--- config.mk ---
export PLATFORM = sky130hd
export DESIGN_NAME = guidance_packet_parser
export DESIGN_NICKNAME = d
export VERILOG_FILES = /design/src/hw/rtl/gpp_pkg.sv /design/src/hw/rtl/gpp_in_reg.sv /design/src/hw/rtl/gpp_core.sv /design/src/hw/rtl/gpp_out_reg.sv /design/src/hw/rtl/guidance_packet_parser.sv
export VERILOG_INCLUDE_DIRS = /design/src /design/src/hw/rtl
export SDC_FILE = /design/constraint.sdc
export NUM_CORES = 1
export LEC_CHECK = 0
export ABC_AREA = 1
export BUFFER_PORTS_ARGS = -buffer_cell sky130_fd_sc_hd__buf_2
export CAP_MARGIN = 15
export CORE_MARGIN = 2
export CORE_UTILIZATION = 40
export DETAILED_ROUTE_END_ITERATION = 10
export GPL_TIMING_DRIVEN = 0
export SYNTH_ARGS = -nofsm -noshare
export SYNTH_HDL_FRONTEND = slang
export SYNTH_SLANG_ARGS = --single-unit
--- constraint.sdc ---
create_clock -name clk -period 6.8 [get_ports clk]
set_input_delay 0.34 -clock clk [delete_from_list [all_inputs] [get_ports clk]]
set_output_delay 0.34 -clock clk [all_outputs]
set_load 0.02 [all_outputs]
--- src/hw/rtl/guidance_packet_parser_assert.svh ---
// Assertion macros shared by the guidance packet parser RTL.
`ifndef GUIDANCE_PACKET_PARSER_ASSERT_SVH
`define GUIDANCE_PACKET_PARSER_ASSERT_SVH

// Same-cycle implication, disabled during reset.
`define GPP_ASSERT_IMP(label, clk, rst, a, b) \
  label: assert property (@(posedge clk) disable iff (rst) (a) |-> (b)) \
    else $error("guidance_packet_parser: implication check failed");

// Next-cycle implication, disabled during reset.
`define GPP_ASSERT_NEXT(label, clk, rst, a, b) \
  label: assert property (@(posedge clk) disable iff (rst) (a) |=> (b)) \
    else $error("guidance_packet_parser: next-cycle check failed");

`endif

--- src/hw/rtl/gpp_pkg.sv ---
// Package with types and constants for the guidance packet parser.
`timescale 1ns / 1ps

package gpp_pkg;

  localparam int ROWS = 16;
  localparam logic [15:0] ROW_MASK = 16'((32'd1 << ROWS) - 32'd1);

  localparam logic [7:0] HDR_BYTE0 = 8'h80;
  localparam logic [7:0] HDR_BYTE1 = 8'h81;

  localparam logic [7:0] CODE_HELLO = 8'd200;
  localparam logic [7:0] CODE_ADDR  = 8'd201;
  localparam logic [7:0] CODE_SPEED = 8'd254;
  localparam logic [7:0] CODE_ROWS  = 8'd229;

  localparam logic [3:0] POS_HDR0   = 4'd0;
  localparam logic [3:0] POS_HDR1   = 4'd1;
  localparam logic [3:0] POS_CODE   = 4'd3;
  localparam logic [3:0] POS_PL_LO  = 4'd5;
  localparam logic [3:0] POS_PL_HI  = 4'd6;
  localparam logic [3:0] POS_ADDR0  = 4'd7;
  localparam logic [3:0] POS_ADDR1  = 4'd8;
  localparam logic [3:0] POS_ADDR2  = 4'd9;
  localparam logic [3:0] POS_MAX    = 4'd15;

  // Last-byte positions that satisfy each minimum length.
  localparam logic [3:0] POS_MIN_ANY     = 4'd3;
  localparam logic [3:0] POS_MIN_PAYLOAD = 4'd6;
  localparam logic [3:0] POS_MIN_ADDR    = 4'd9;

  // Tenths of km/h to mph, Q12.8 after a shift by 8.
  localparam logic [11:0] SPEED_SCALE = 12'd4072;

  typedef enum logic [2:0] {
    KIND_NONE  = 3'd0,
    KIND_HELLO = 3'd1,
    KIND_ADDR  = 3'd2,
    KIND_SPEED = 3'd3,
    KIND_ROWS  = 3'd4
  } msg_kind_t;

  typedef struct packed {
    msg_kind_t   kind;
    logic [15:0] rows;
    logic [19:0] speed;
    logic [23:0] prefix;
    logic        restart;
  } result_t;

endpackage

--- src/hw/rtl/gpp_in_reg.sv ---
// Input holding register for received bytes.
`timescale 1ns / 1ps

module gpp_in_reg (
  input  logic       clk,
  input  logic       rst,
  input  logic       in_valid,
  output logic       in_ready,
  input  logic [7:0] in_byte,
  input  logic       in_last,
  input  logic       out_free,
  output logic       step,
  output logic [7:0] hold_byte,
  output logic       hold_last
);

  logic hold_valid;

  assign step     = hold_valid && (!hold_last || out_free);
  assign in_ready = !hold_valid || step;

  always_ff @(posedge clk) begin
    if (rst) begin
      hold_valid <= 1'b0;
    end else if (in_valid && in_ready) begin
      hold_valid <= 1'b1;
    end else if (step) begin
      hold_valid <= 1'b0;
    end
  end

  always_ff @(posedge clk) begin
    if (in_valid && in_ready) begin
      hold_byte <= in_byte;
      hold_last <= in_last;
    end
  end

endmodule

--- src/hw/rtl/gpp_core.sv ---
// Packet state tracking and message decode for the guidance packet parser.
`timescale 1ns / 1ps

module gpp_core (
  input  logic            clk,
  input  logic            rst,
  input  logic            step,
  input  logic [7:0]      rx_byte,
  input  logic            last,
  output logic            res_load,
  output gpp_pkg::result_t res
);

  logic [3:0]  pos;
  logic        hdr;
  logic [7:0]  code;
  logic [7:0]  pl_lo;
  logic [7:0]  pl_hi;
  logic [23:0] addr;
  logic [15:0] rows;
  logic [19:0] speed;
  logic [23:0] prefix;

  logic [3:0]  pos_next;
  logic        hdr_next;
  logic [7:0]  code_next;
  logic [7:0]  pl_lo_next;
  logic [7:0]  pl_hi_next;
  logic [23:0] addr_next;
  logic [15:0] raw;
  logic [27:0] product;
  gpp_pkg::result_t res_next;

  always_comb begin
    hdr_next   = hdr;
    code_next  = code;
    pl_lo_next = pl_lo;
    pl_hi_next = pl_hi;
    addr_next  = addr;
    unique case (pos)
      gpp_pkg::POS_HDR0:  hdr_next = hdr && (rx_byte == gpp_pkg::HDR_BYTE0);
      gpp_pkg::POS_HDR1:  hdr_next = hdr && (rx_byte == gpp_pkg::HDR_BYTE1);
      gpp_pkg::POS_CODE:  code_next = rx_byte;
      gpp_pkg::POS_PL_LO: pl_lo_next = rx_byte;
      gpp_pkg::POS_PL_HI: pl_hi_next = rx_byte;
      gpp_pkg::POS_ADDR0: addr_next[7:0] = rx_byte;
      gpp_pkg::POS_ADDR1: addr_next[15:8] = rx_byte;
      gpp_pkg::POS_ADDR2: addr_next[23:16] = rx_byte;
      default: ;
    endcase
    pos_next = (pos == gpp_pkg::POS_MAX) ? pos : pos + 4'd1;
  end

  assign raw     = {pl_hi_next, pl_lo_next};
  assign product = 28'(raw) * 28'(gpp_pkg::SPEED_SCALE);

  always_comb begin
    res_next.kind    = gpp_pkg::KIND_NONE;
    res_next.rows    = rows;
    res_next.speed   = speed;
    res_next.prefix  = prefix;
    res_next.restart = 1'b0;
    if (pos >= gpp_pkg::POS_MIN_ANY && hdr_next) begin
      if (code_next == gpp_pkg::CODE_HELLO) begin
        res_next.kind = gpp_pkg::KIND_HELLO;
      end else if (code_next == gpp_pkg::CODE_ADDR && pos >= gpp_pkg::POS_MIN_ADDR) begin
        res_next.kind    = gpp_pkg::KIND_ADDR;
        res_next.prefix  = addr_next;
        res_next.restart = 1'b1;
      end else if (code_next == gpp_pkg::CODE_SPEED && pos >= gpp_pkg::POS_MIN_PAYLOAD) begin
        res_next.kind  = gpp_pkg::KIND_SPEED;
        res_next.speed = product[27:8];
      end else if (code_next == gpp_pkg::CODE_ROWS && pos >= gpp_pkg::POS_MIN_PAYLOAD) begin
        res_next.kind = gpp_pkg::KIND_ROWS;
        res_next.rows = raw & gpp_pkg::ROW_MASK;
      end
    end
  end

  assign res_load = step && last;
  assign res      = res_next;

  always_ff @(posedge clk) begin
    if (rst) begin
      pos    <= '0;
      hdr    <= 1'b1;
      code   <= '0;
      pl_lo  <= '0;
      pl_hi  <= '0;
      addr   <= '0;
      rows   <= '0;
      speed  <= '0;
      prefix <= '0;
    end else if (step) begin
      if (last) begin
        pos    <= '0;
        hdr    <= 1'b1;
        code   <= '0;
        pl_lo  <= '0;
        pl_hi  <= '0;
        addr   <= '0;
        rows   <= res_next.rows;
        speed  <= res_next.speed;
        prefix <= res_next.prefix;
      end else begin
        pos   <= pos_next;
        hdr   <= hdr_next;
        code  <= code_next;
        pl_lo <= pl_lo_next;
        pl_hi <= pl_hi_next;
        addr  <= addr_next;
      end
    end
  end

endmodule

--- src/hw/rtl/gpp_out_reg.sv ---
// Result register for the guidance packet parser output stream.
`timescale 1ns / 1ps

module gpp_out_reg (
  input  logic             clk,
  input  logic             rst,
  input  logic             load,
  input  gpp_pkg::result_t res_in,
  output logic             out_free,
  output logic             out_valid,
  input  logic             out_ready,
  output gpp_pkg::result_t res_out
);

  assign out_free = !out_valid || out_ready;

  always_ff @(posedge clk) begin
    if (rst) begin
      out_valid <= 1'b0;
    end else if (load) begin
      out_valid <= 1'b1;
    end else if (out_ready) begin
      out_valid <= 1'b0;
    end
  end

  always_ff @(posedge clk) begin
    if (load) begin
      res_out <= res_in;
    end
  end

endmodule

--- src/hw/rtl/guidance_packet_parser.sv ---
// Guidance packet parser: byte stream in, one decoded message record per packet out.
// Input stream: one payload byte per transfer on s_axis_tdata, s_axis_tlast on the
//   final byte of each packet. Packets must start with 0x80 0x81; byte 3 is the code.
// Output stream: one transfer per packet, issued for its last byte only. m_axis_tuser
//   carries the message kind; m_axis_tdata carries row states, speed in mph Q12.8,
//   the stored network prefix and the restart flag.
// Throughput: one byte per cycle, sustained, including across packet boundaries, while the receiver does not stall.
// A last byte is held in the input holding register, then decoded into the result
//   register, which raises m_axis_tvalid.
// The decode is a single pass: byte capture, a 16x12 multiply for speed and the
//   length checks sit between the holding register and the result register.
// Reset (rst, synchronous): clears the packet tracker, rows, speed and prefix, and
//   empties both registers.
// Receiver stall: the result register holds its transfer; non-final bytes keep
//   flowing, and a final byte waits in the holding register until the result
//   register frees, which then backpressures s_axis_tready.
`timescale 1ns / 1ps

`include "guidance_packet_parser_assert.svh"

module guidance_packet_parser (
  input  logic        clk,
  input  logic        rst,
  input  logic        s_axis_tvalid,
  output logic        s_axis_tready,
  input  logic [7:0]  s_axis_tdata,   // [7:0] rx_byte
  input  logic        s_axis_tlast,
  output logic        m_axis_tvalid,
  input  logic        m_axis_tready,
  output logic [63:0] m_axis_tdata,   // [15:0] row_states, [35:16] speed_mph_q8,
                                      // [43:36] prefix_first, [51:44] prefix_second,
                                      // [59:52] prefix_third, [60] restart_request
  output logic [2:0]  m_axis_tuser    // [2:0] msg_kind
);

  logic             out_free;
  logic             step;
  logic [7:0]       hold_byte;
  logic             hold_last;
  logic             res_load;
  gpp_pkg::result_t res_core;
  gpp_pkg::result_t res_out;

  gpp_in_reg u_in_reg (
    .clk       (clk),
    .rst       (rst),
    .in_valid  (s_axis_tvalid),
    .in_ready  (s_axis_tready),
    .in_byte   (s_axis_tdata),
    .in_last   (s_axis_tlast),
    .out_free  (out_free),
    .step      (step),
    .hold_byte (hold_byte),
    .hold_last (hold_last)
  );

  gpp_core u_core (
    .clk      (clk),
    .rst      (rst),
    .step     (step),
    .rx_byte  (hold_byte),
    .last     (hold_last),
    .res_load (res_load),
    .res      (res_core)
  );

  gpp_out_reg u_out_reg (
    .clk       (clk),
    .rst       (rst),
    .load      (res_load),
    .res_in    (res_core),
    .out_free  (out_free),
    .out_valid (m_axis_tvalid),
    .out_ready (m_axis_tready),
    .res_out   (res_out)
  );

  assign m_axis_tuser = res_out.kind;
  assign m_axis_tdata = {3'b000, res_out.restart, res_out.prefix, res_out.speed,
                         res_out.rows};

  `GPP_ASSERT_IMP(a_restart_kind, clk, rst, m_axis_tvalid && m_axis_tdata[60],
    m_axis_tuser == gpp_pkg::KIND_ADDR)
  `GPP_ASSERT_IMP(a_load_needs_room, clk, rst, res_load, out_free)
  `GPP_ASSERT_NEXT(a_result_from_last, clk, rst, !res_load && !m_axis_tvalid,
    !m_axis_tvalid)

endmodule
==> impl_metrics.tcl, run 1 <==
set metrics [dict create \
    final_hold_viol_count 0 \
    fmax_ghz 0.158 \
    drive_above_1_share_pct 10.3 \
    gp_congestion 0.899 \
    postRouteAntennaNets 0 \
    grt_pass1_wl_um 46400 \
    dieArea_um2 31400 \
    period_share_pct 92.9 \
    yosysMostFrequentCell "nand2_1" \
    startpoint "u_core.pos[1]" \
    switching_power_uw 604 \
    dp_hpwl_um 22400 \
    status "complete, no violations" \
    fp-row-count 63 \
    fin_ws_ps 486 \
    postCtsSetupRepairBufs 0 \
    synth-edff-count 73 \
    powerDensity_nw_per_um2 170 \
    min_path_type "input pin to register" \
    start_util_pct 40.6 \
    cp-end-kind "register" \
    synthTopCellsByArea "dfxtp_1, edfxtp_1, nand2_1" \
    first_iter_violations 797 \
    cap_viol_max_count 0 \
    clk_latency_ps 460 \
    cell_internal_pwr_uw 1700 \
    syn_area_um2 12000 \
    max_slew.worst_pin.slew_ps 855 \
    ir_worst_vdd_uv 143 \
    clock-sinks 188 \
    worst-path-max-fanout 10 \
    seqPwrFrac_pct 51.2 \
    required_ps 7000 \
    crit_end "u_out_reg.res_out[43]" \
    antenna_found_initial 0 \
    cts_resized 0 \
    netlist_instances 1529 \
    holdPathStages 1 \
    ys_types 43 \
    synth_ff_type "dfxtp_1" \
    r2r_setup_slack_ps 490 \
    min_period_ps 6310 \
    clkPwrFrac_pct 45.2 \
    grt_max_degree 48 \
    whs_ps 51.1 \
    slew-limit-headroom_pct 42.6 \
    grtUsageTotal_pct 18.9 \
    yosysSeqAreaShare_pct 37.5 \
    cts_tree "yes" \
    async_flop_share_pct 0 \
    cts_buffers 17 \
    start_kind "register" \
    clk_path_buf_depth 2 \
    syn_area_per_cell_um2 7.85 \
    finalMaxSlewViolations 0 \
    synthTopCellsByCount "nand2_1, inv_1, dfxtp_1" \
    yosys.area.top_type "dfxtp_1" \
    p_comb_share_pct 3.5 \
    multi_input_area_um2 6190 \
    area_delta_synth_final_pct 13.1 \
    area.sequential_um2 4490 \
    cts_max_level 4 \
    setup_tns_ps 0 \
    die_x_um 177 \
    pre_cts_ws_ps 594 \
    cp.arrival_ps 6510 \
    yosys_register_bits 188 \
    reg2reg_from "u_core.pos[1]" \
    ys_warn_count 0 \
    switching_share_pct 26.2 \
    setup_viol 0 \
    via_count 9783 \
    grt_pass1_vias 8862 \
    drcViolationCount 0 \
    wl_per_cell_um 14.0 \
    io_buffers 77 \
    finalWirelength_um 28600 \
    ios 82 \
    yosys.area.top_type_share_pct 19.2 \
    fp.coreArea_um2 29600 \
    r2r_end "u_out_reg.res_out[43]" \
    p_leak_uw 0.00684 \
    diodes 0 \
    first_pass_iters 5 \
    worstSetupPathType "register to register" \
    fill_cells 2911 \
    hold_buffers 0 \
    fin_nets 1768 \
    die_h_um 177 \
    r2r_cells 25 \
    fin_skew_ps 21.6 \
    root_buffer "clkbuf_16" \
    rsz0062_at_grt "no" \
    routed_via_density 4.81 \
    grt-ovfl-total 0 \
    clk_pin_slew_ps 90 \
]
[cell type report]
| type | instances | area share, % |
|---|---|---|
| clock inverter | 15 | 1.57 |
| tap | 390 | 3.60 |
| timing repair buffer | 82 | 3.19 |
| clock buffer | 17 | 3.14 |
| multi-input combinational | 1016 | 45.6 |
| buffer | 55 | 2.20 |
| sequential | 188 | 33.1 |
| inverter | 272 | 7.53 |
[cell families (layout without fill, tap and decap cells)]
| kind of cell | count (synthesis) | in the layout | synth area share [%] |
|---|---|---|---|
| DFF | 188 | 188 | 37.5 |
| buffers and inverters | 327 | 441 | 11.0 |
| muxes | 3 | 3 | 0.250 |
| and+or+nand+nor | 716 | 716 | 25.4 |
| adders and majority gates | 123 | 123 | 16.6 |
| xor gates and xnor gates | 16 | 16 | 1.17 |
| other | 1 | 3 | 0.0313 |
| AOI/OAI and AO/OA | 155 | 155 | 8.03 |
[worst max-delay path, stage by stage, from the launching register on]
cell and delay [ps]:
dfxtp_1 430, ha_1 180, nand3_1 270, clkbuf_1 310
o21ai_1 720, xor2_1 200, inv_1 60, ha_1 310
inv_1 80, fa_1 480, inv_1 50, fa_1 540
inv_1 60, fa_1 530, inv_1 40, ha_1 360
nand2_1 140, nor2_1 310, nand3_1 190, nand3_1 180
nand2_1 90, nand2_1 70, nand2_1 40, nand2_1 150
nand2_1 120, and2_1 150
[state kept, by name, indices dropped and copies added (netlist names)]
signal / flops
u_in_reg.hold_valid: 1
u_core.pos: 4
u_core.hdr: 1
u_core.speed: 20
u_core.addr: 24
u_core.code: 8
u_out_reg.res_out: 64
u_in_reg.hold_last: 1
u_core.prefix: 24
u_in_reg.hold_byte: 8
u_core.pl_hi: 8
u_core.rows: 16
u_core.pl_lo: 8
u_out_reg.out_valid: 1
[power by group through the flow]
stage	Sequential [µW]	Clock, µW	Combinational [µW]
detailed placement	1210	0	81.9
global placement	1210	0	80.6
floorplan	1220	0	40.5
finish	1180	1040	81.8
global route	1180	1110	89.4
CTS	1180	1060	82.2
[worst min path at each step]
stage	startpoint	end
2_1_floorplan	u_core.speed[15]	u_core.speed[15]
3_3_place_gp	u_core.speed[17]	u_core.speed[17]
3_5_place_dp	u_core.speed[15]	u_core.speed[15]
4_1_cts	s_axis_tdata[7]	u_in_reg.hold_byte[7]
5_1_grt	s_axis_tdata[0]	u_in_reg.hold_byte[0]
6_report	s_axis_tdata[7]	u_in_reg.hold_byte[7]
[cell usage in the layout (no fill, tap or decap), types with 54 or more instances in the layout]
cell,netlist,routed
dfxtp_1,115,115
nand3_1,100,100
ha_1,62,62
buf_2,10,88
nand2_1,472,472
edfxtp_1,73,73
nor2_1,73,73
a21oi_1,54,54
fa_1,61,61
inv_1,266,265
[metrics by stage]
stage                     instance area, µm²  power (µW)  util (%)  std cells
final                                  13600        2310      45.9       2035
after global routing                   13600        2390      45.9       2035
after CTS                              13600        2330      45.9       2035
after detailed placement               12900        1290      43.7       2003
after global placement                 12900        1290      43.6       1998
after floorplan                        12000        1260         -       1531
[layer usage]
metal	vias up	part of all wire [%]	track usage (%)
li1	4956	-	-
met1	4559	51	28.8
met2	247	42	27.9
met3	21	5.1	2.84
met4	0	1.2	4.61
met5	-	0	0
Note: power is estimated with default switching activity, not from simulation.
==> run 2: changes to the inputs <==
--- a/config.mk
+++ b/config.mk
@@ -7,12 +7,13 @@
 export NUM_CORES = 1
 export LEC_CHECK = 0
 export ABC_AREA = 1
-export BUFFER_PORTS_ARGS = -buffer_cell sky130_fd_sc_hd__buf_2
 export CAP_MARGIN = 15
 export CORE_MARGIN = 2
 export CORE_UTILIZATION = 40
 export DETAILED_ROUTE_END_ITERATION = 10
+export DONT_BUFFER_PORTS = 1
 export GPL_TIMING_DRIVEN = 0
 export SYNTH_ARGS = -nofsm -noshare
 export SYNTH_HDL_FRONTEND = slang
+export SYNTH_HIERARCHICAL = 1
 export SYNTH_SLANG_ARGS = --single-unit
==> run 2 against run 1 <==
  * Fmax fell by 0.17%
  * Flip-flop and latch count did not move
  * Combinational power fell by 17%
  * Clock skew fell by 9.5 ps
  * Clock power rose by 4%
  * Power rose by 1.4%
  * Register-to-register slack barely moved
  * Critical path depth fell by 1
  * Non-clock buffer count fell by 74
  * Hold slack got worse by 15 ps
  * Die area rose by 0.61%
  * Critical endpoint is now u_out_reg/res_out[43]
==> impl_metrics.tcl, run 2 <==
set metrics [dict create \
    status "complete, no violations" \
    period_share_pct 93.0 \
    synthTopCellsByCount "nand2_1, inv_1, nand3_1" \
    grt-ovfl-total 0 \
    ios 82 \
    syn_area_per_cell_um2 7.79 \
    drcViolationCount 0 \
    grt_pass1_vias 8820 \
    root_buffer "clkbuf_16" \
    max_slew.worst_pin.slew_ps 1110 \
    power_uw 2340 \
    crit_top_cell "inv_1" \
    ys_types 41 \
    yosys.area.top_type_share_pct 19.1 \
    required_ps 6980 \
    ys_warn_count 6 \
    final_hold_viol_count 0 \
    setup_viol 0 \
    grt_max_degree 47 \
    switching_share_pct 22.5 \
    die_x_um 178 \
    r2r_cells 24 \
    wl_per_cell_um 14.7 \
    critPathSlowestCell "fa_1" \
    clock-sinks 188 \
    whs_ps 36.3 \
    seqPwrFrac_pct 51.1 \
    cts_tree "yes" \
    async_flop_share_pct 0 \
    yosys_register_bits 188 \
    start_util_pct 40.7 \
    clk_pin_slew_ps 70 \
    diodes 0 \
    min_path_type "input pin to register" \
    p_leak_uw 0.00661 \
    postLayoutCellArea_um2 13300 \
    p_comb_share_pct 2.9 \
    clkPwrFrac_pct 46.0 \
    yosys.area.top_type "dfxtp_1" \
    slew-limit-headroom_pct 25.1 \
    die_h_um 178 \
    switching_power_uw 526 \
    synth-edff-count 73 \
    largest_register "u_out_reg/res_out" \
    synthTopCellsByArea "dfxtp_1, edfxtp_1, nand2_1" \
    final_common_cell "nand2_1" \
    holdPathStages 2 \
    cp.arrival_ps 6500 \
    cap_viol_max_count 0 \
    drive_above_1_share_pct 5.52 \
    cell_internal_pwr_uw 1810 \
    worstSetupPathType "register to register" \
    setup_tns_ps 0 \
    powerDensity_nw_per_um2 176 \
    finalWirelength_um 29200 \
    first_pass_iters 5 \
    grt_pass1_wl_um 46900 \
    cp_slowest_stage_delay_ps 670 \
    fp-row-count 63 \
    area_delta_synth_final_pct 10.3 \
    rsz0062_at_grt "no" \
    first_iter_violations 813 \
    cts_buffers 17 \
    clk_path_buf_depth 2 \
    yosysSeqAreaShare_pct 37.2 \
    fp.coreArea_um2 29600 \
    fin_nets 1719 \
    finalMaxSlewViolations 0 \
    yosysMostFrequentCell "nand2_1" \
    largestRegisters "u_out_reg/res_out: 64 flops, u_core/addr: 24 flops, u_core/prefix: 24 flops" \
    via_count 9672 \
    postRouteAntennaNets 0 \
    place_area_um2 12600 \
    worst-path-max-fanout 10 \
    routed_via_density 4.87 \
    ir_worst_vdd_uv 178 \
    cp-end-kind "register" \
    fill_cells 2982 \
    min_period_ps 6330 \
    start_kind "register" \
    dieArea_um2 31600 \
    antenna_found_initial 0 \
    cts_max_level 4 \
    largest_reg_flops 64 \
    io_buffers 0 \
    netlist_instances 1550 \
    layout_common_cells "nand2_1, inv_1, nand3_1" \
    cts_resized 0 \
    fmax_ghz 0.158 \
    crit_chain "inv_1, ha_1, nand3_1, clkbuf_1, o21ai_0, inv_1, fa_1, inv_1, fa_1, inv_1, fa_1, inv_1, fa_1, inv_1, ha_1, nand2_1, inv_1, a21oi_1, nand3_1, nand2_1, nand3b_1, nand2_1, nand2_1, and2_1" \
    fin_skew_ps 12.1 \
    clk_latency_ps 440 \
    gp_congestion 0.898 \
    syn_area_um2 12100 \
    dp_hpwl_um 22800 \
    synth_ff_type "dfxtp_1" \
    grtUsageTotal_pct 19.1 \
]
==> run 2: cell count changes in the layout (fill, tap and decap cells not counted), sizes merged, moves of 5 or more <==
cell         change
and2            +14
clkinv           -5
nand2           -24
dlygate4sd3     +10
inv             +18
o21bai          -29
nand3           +40
buf             -85
==> run 2: stage by stage <==
stage               util [%]  setup WS [ps]  cells
finish                  44.9            475   1985
global route            44.9           50.4   1985
CTS                     44.9            516   1985
detailed placement      42.5            536   1943
global placement        42.4            574   1942
floorplan                  -           1720   1552
==> run 2: final cells by class <==
class / instances / area [µm²] / share of cell area [%]
clock inverter: 12 / 186 / 1.40
tap: 390 / 488 / 3.67
timing repair buffer: 11 / 120 / 0.903
multi-input combinational: 1019 / 6220 / 46.7
buffer: 52 / 268 / 2.01
clock buffer: 20 / 437 / 3.28
inverter: 293 / 1100 / 8.26
sequential: 188 / 4490 / 33.8
==> run 2: repair_timing <==
| action | 4_1_cts | 5_1_grt |
|---|---|---|
| endpoints found under the hold margin | 11 | 0 |
| hold buffers | 10 | 0 |
| endpoints found under the setup margin | 0 | 0 |
| setup buffers | 0 | 0 |
==> run 2: cells by family (layout without fill, tap and decap cells) <==
| family | Yosys count | count (layout) | share of synthesized area, % |
|---|---|---|---|
| XOR/XNOR | 13 | 13 | 0.943 |
| buffers and inverters | 345 | 388 | 11.3 |
| multiplexers | 6 | 6 | 0.498 |
| flip-flops | 188 | 188 | 37.2 |
| AND/OR/NAND/NOR | 747 | 747 | 27.1 |
| other | 1 | 3 | 0.0311 |
| AO/OA/AOI/OAI | 126 | 126 | 6.19 |
| adder cells (fa/ha/maj) | 124 | 124 | 16.6 |
==> run 2: worst paths after layout <==
| path | endpoint | slack, ps | start |
|---|---|---|---|
| setup / recovery | u_out_reg/res_out[43] | 470 | u_core/pos[0] |
| hold / removal | u_in_reg/hold_valid | 40 | s_axis_tvalid |
| setup reg to reg | u_out_reg/res_out[43] | 470 | u_core/pos[0] |
| hold reg to reg | u_core/speed[16] | 450 | u_core/speed[16] |
==> run 2: layer usage <==
layer | part of all wire [%] | vias up | GRT usage [%]
li1 | - | 4869 | -
met3 | 5.4 | 32 | 3.83
met1 | 50 | 4540 | 28.1
met4 | 1.6 | 0 | 5.23
met2 | 43 | 231 | 28.4
met5 | 0 | - | 0
==> run 2: power by group through the flow <==
stage	combinational, µW	sequential (µW)	clock [µW]
final	68.1	1200	1080
after global routing	74.2	1200	1150
after CTS	68.2	1200	1100
after detailed placement	63.2	1220	0
after global placement	61.6	1220	0
after floorplan	40.7	1220	0
==> run 2: critical path, delay by kind of cell, from the launching register on <==
family | cells | cell delay (ps)
AND/OR/NAND/NOR | 8 | 1230
AO/OA/AOI/OAI | 2 | 830
buffers and inverters | 8 | 1020
flip-flops | 1 | 330
adder cells (fa/ha/maj) | 6 | 2650
==> run 3: changes to the inputs <==
--- a/config.mk
+++ b/config.mk
@@ -10,9 +10,11 @@
 export CAP_MARGIN = 15
 export CORE_MARGIN = 2
 export CORE_UTILIZATION = 40
+export CTS_CLUSTER_DIAMETER = 100
 export DETAILED_ROUTE_END_ITERATION = 10
 export DONT_BUFFER_PORTS = 1
 export GPL_TIMING_DRIVEN = 0
+export PLACE_DENSITY = 0.59
 export SYNTH_ARGS = -nofsm -noshare
 export SYNTH_HDL_FRONTEND = slang
 export SYNTH_HIERARCHICAL = 1
==> run 3 against run 2 <==
  * Utilization down 0.17 points
  * Sequential share of layout area rose by 0.13 points
  * Critical path depth rose by 1
  * Cell count stayed put
  * First-iteration DRC count shrank 1.5%
  * Final area fell by 0.38%
  * Critical endpoint unchanged
==> impl_metrics.tcl, run 3 (synthesized netlist as in run 2, its figures left out) <==
set metrics [dict create \
    crit_family "adder cells" \
    status "complete, no violations" \
    fill_cells 3014 \
    required_ps 6980 \
    first_pass_iters 5 \
    fin_cells 1985 \
    root_buffer "clkbuf_16" \
    cp-end-kind "register" \
    postCtsSetupRepairBufs 0 \
    cap_viol_max_count 0 \
    grt_pass1_vias 8868 \
    rsz0062_at_grt "no" \
    clk_latency_ps 440 \
    fp-row-count 63 \
    finalMaxSlewViolations 0 \
    p_leak_uw 0.00660 \
    dp_hpwl_um 23300 \
    worst-path-max-fanout 10 \
    fin_skew_ps 18.2 \
    fin_nets 1719 \
    finalWirelength_um 29800 \
    worstSetupPathType "register to register" \
    min_period_ps 6340 \
    antenna_found_initial 0 \
    utilization_pct 44.7 \
    fmax_ghz 0.158 \
    ir_worst_vdd_uv 180 \
    area_delta_synth_final_pct 9.85 \
    layout_common_cells "nand2_1, inv_1, nand3_1" \
    grt_pass1_wl_um 47400 \
    largestRegisters "u_out_reg/res_out: 64 flops, u_core/addr: 24 flops, u_core/prefix: 24 flops" \
    setup_tns_ps 0 \
    cts_tree "yes" \
    powerDensity_nw_per_um2 169 \
    clk_path_buf_depth 2 \
    clk_pin_slew_ps 70 \
    final_hold_viol_count 0 \
    ios 82 \
    die_h_um 178 \
    clock-sinks 188 \
    drive_above_1_share_pct 5.77 \
    fp.coreArea_um2 29600 \
    max_slew.worst_pin.slew_ps 1160 \
    via_count 9736 \
    whs_ps 38.6 \
    grtUsageTotal_pct 19.4 \
    period_share_pct 93.2 \
    wl_per_cell_um 15.0 \
    grt_max_degree 48 \
    cp_slowest_stage_delay_ps 670 \
    cts_buffers 17 \
    diodes 0 \
    start_util_pct 40.7 \
    cts_max_level 4 \
    start_kind "register" \
    io_buffers 0 \
    critPathSlowestCell "fa_1" \
    drcViolationCount 0 \
    routed_via_density 4.90 \
    cp.arrival_ps 6520 \
    power_uw 2240 \
    setup_viol 0 \
    slew-limit-headroom_pct 21.7 \
    gp_congestion 0.899 \
    postRouteAntennaNets 0 \
    largest_register "u_out_reg/res_out" \
    final_common_cell "nand2_1" \
    dieArea_um2 31600 \
    grt-ovfl-total 0 \
    largest_reg_flops 64 \
    min_path_type "input pin to register" \
    first_iter_violations 801 \
    dp_cells 1943 \
    die_x_um 178 \
    cp.buffers_inverters 7 \
]
run 3: cell type report:
cell class | instances | area [µm²] | share of cell area (%)
clock buffer | 18 | 450 | 3.40
multi-input combinational | 1019 | 6220 | 46.9
sequential | 188 | 4490 | 33.9
timing repair buffer | 11 | 120 | 0.906
clock inverter | 14 | 123 | 0.925
tap | 390 | 488 | 3.68
buffer | 52 | 268 | 2.02
inverter | 293 | 1100 | 8.29
run 3: final timing paths:
path / start / end / slack, ps / cells after the start
setup / recovery: u_core/pos[0] / u_out_reg/res_out[43] / 460 / 25
hold / removal: s_axis_tvalid / u_in_reg/hold_valid / 40 / 2
setup reg to reg: u_core/pos[0] / u_out_reg/res_out[43] / 460 / 25
hold reg to reg: u_core/prefix[7] / u_core/prefix[7] / 450 / 2
run 3: layer usage:
layer  part of all wire [%]  vias to the layer above  track usage, %  wire (µm)
li1                       -                     4873               -          -
met1                     51                     4578            29.6      15100
met2                     43                      263            28.5      12800
met5                      0                        -               0          0
met3                    5.0                       22            3.21       1500
met4                    1.2                        0            4.37        361
run 3: where the power goes:
group,internal [µW],leakage (µW),switching [µW]
Sequential,1180,0.00165,19.7
Combinational,16.5,0.00466,51.7
Clock,505,0.000290,474
run 3: what timing repair did:
item,4_1_cts,5_1_grt
endpoints found under the hold margin,11,0
hold buffers,10,0
setup endpoints to repair,0,1
resized for setup,0,1
run 3: through the flow:
step           setup slack (ps)  instance area [µm²]
2_1_floorplan              1720                12100
3_3_place_gp                520                12600
3_5_place_dp                434                12600
4_1_cts                     418                13300
5_1_grt                    35.1                13300
6_report                    460                13300
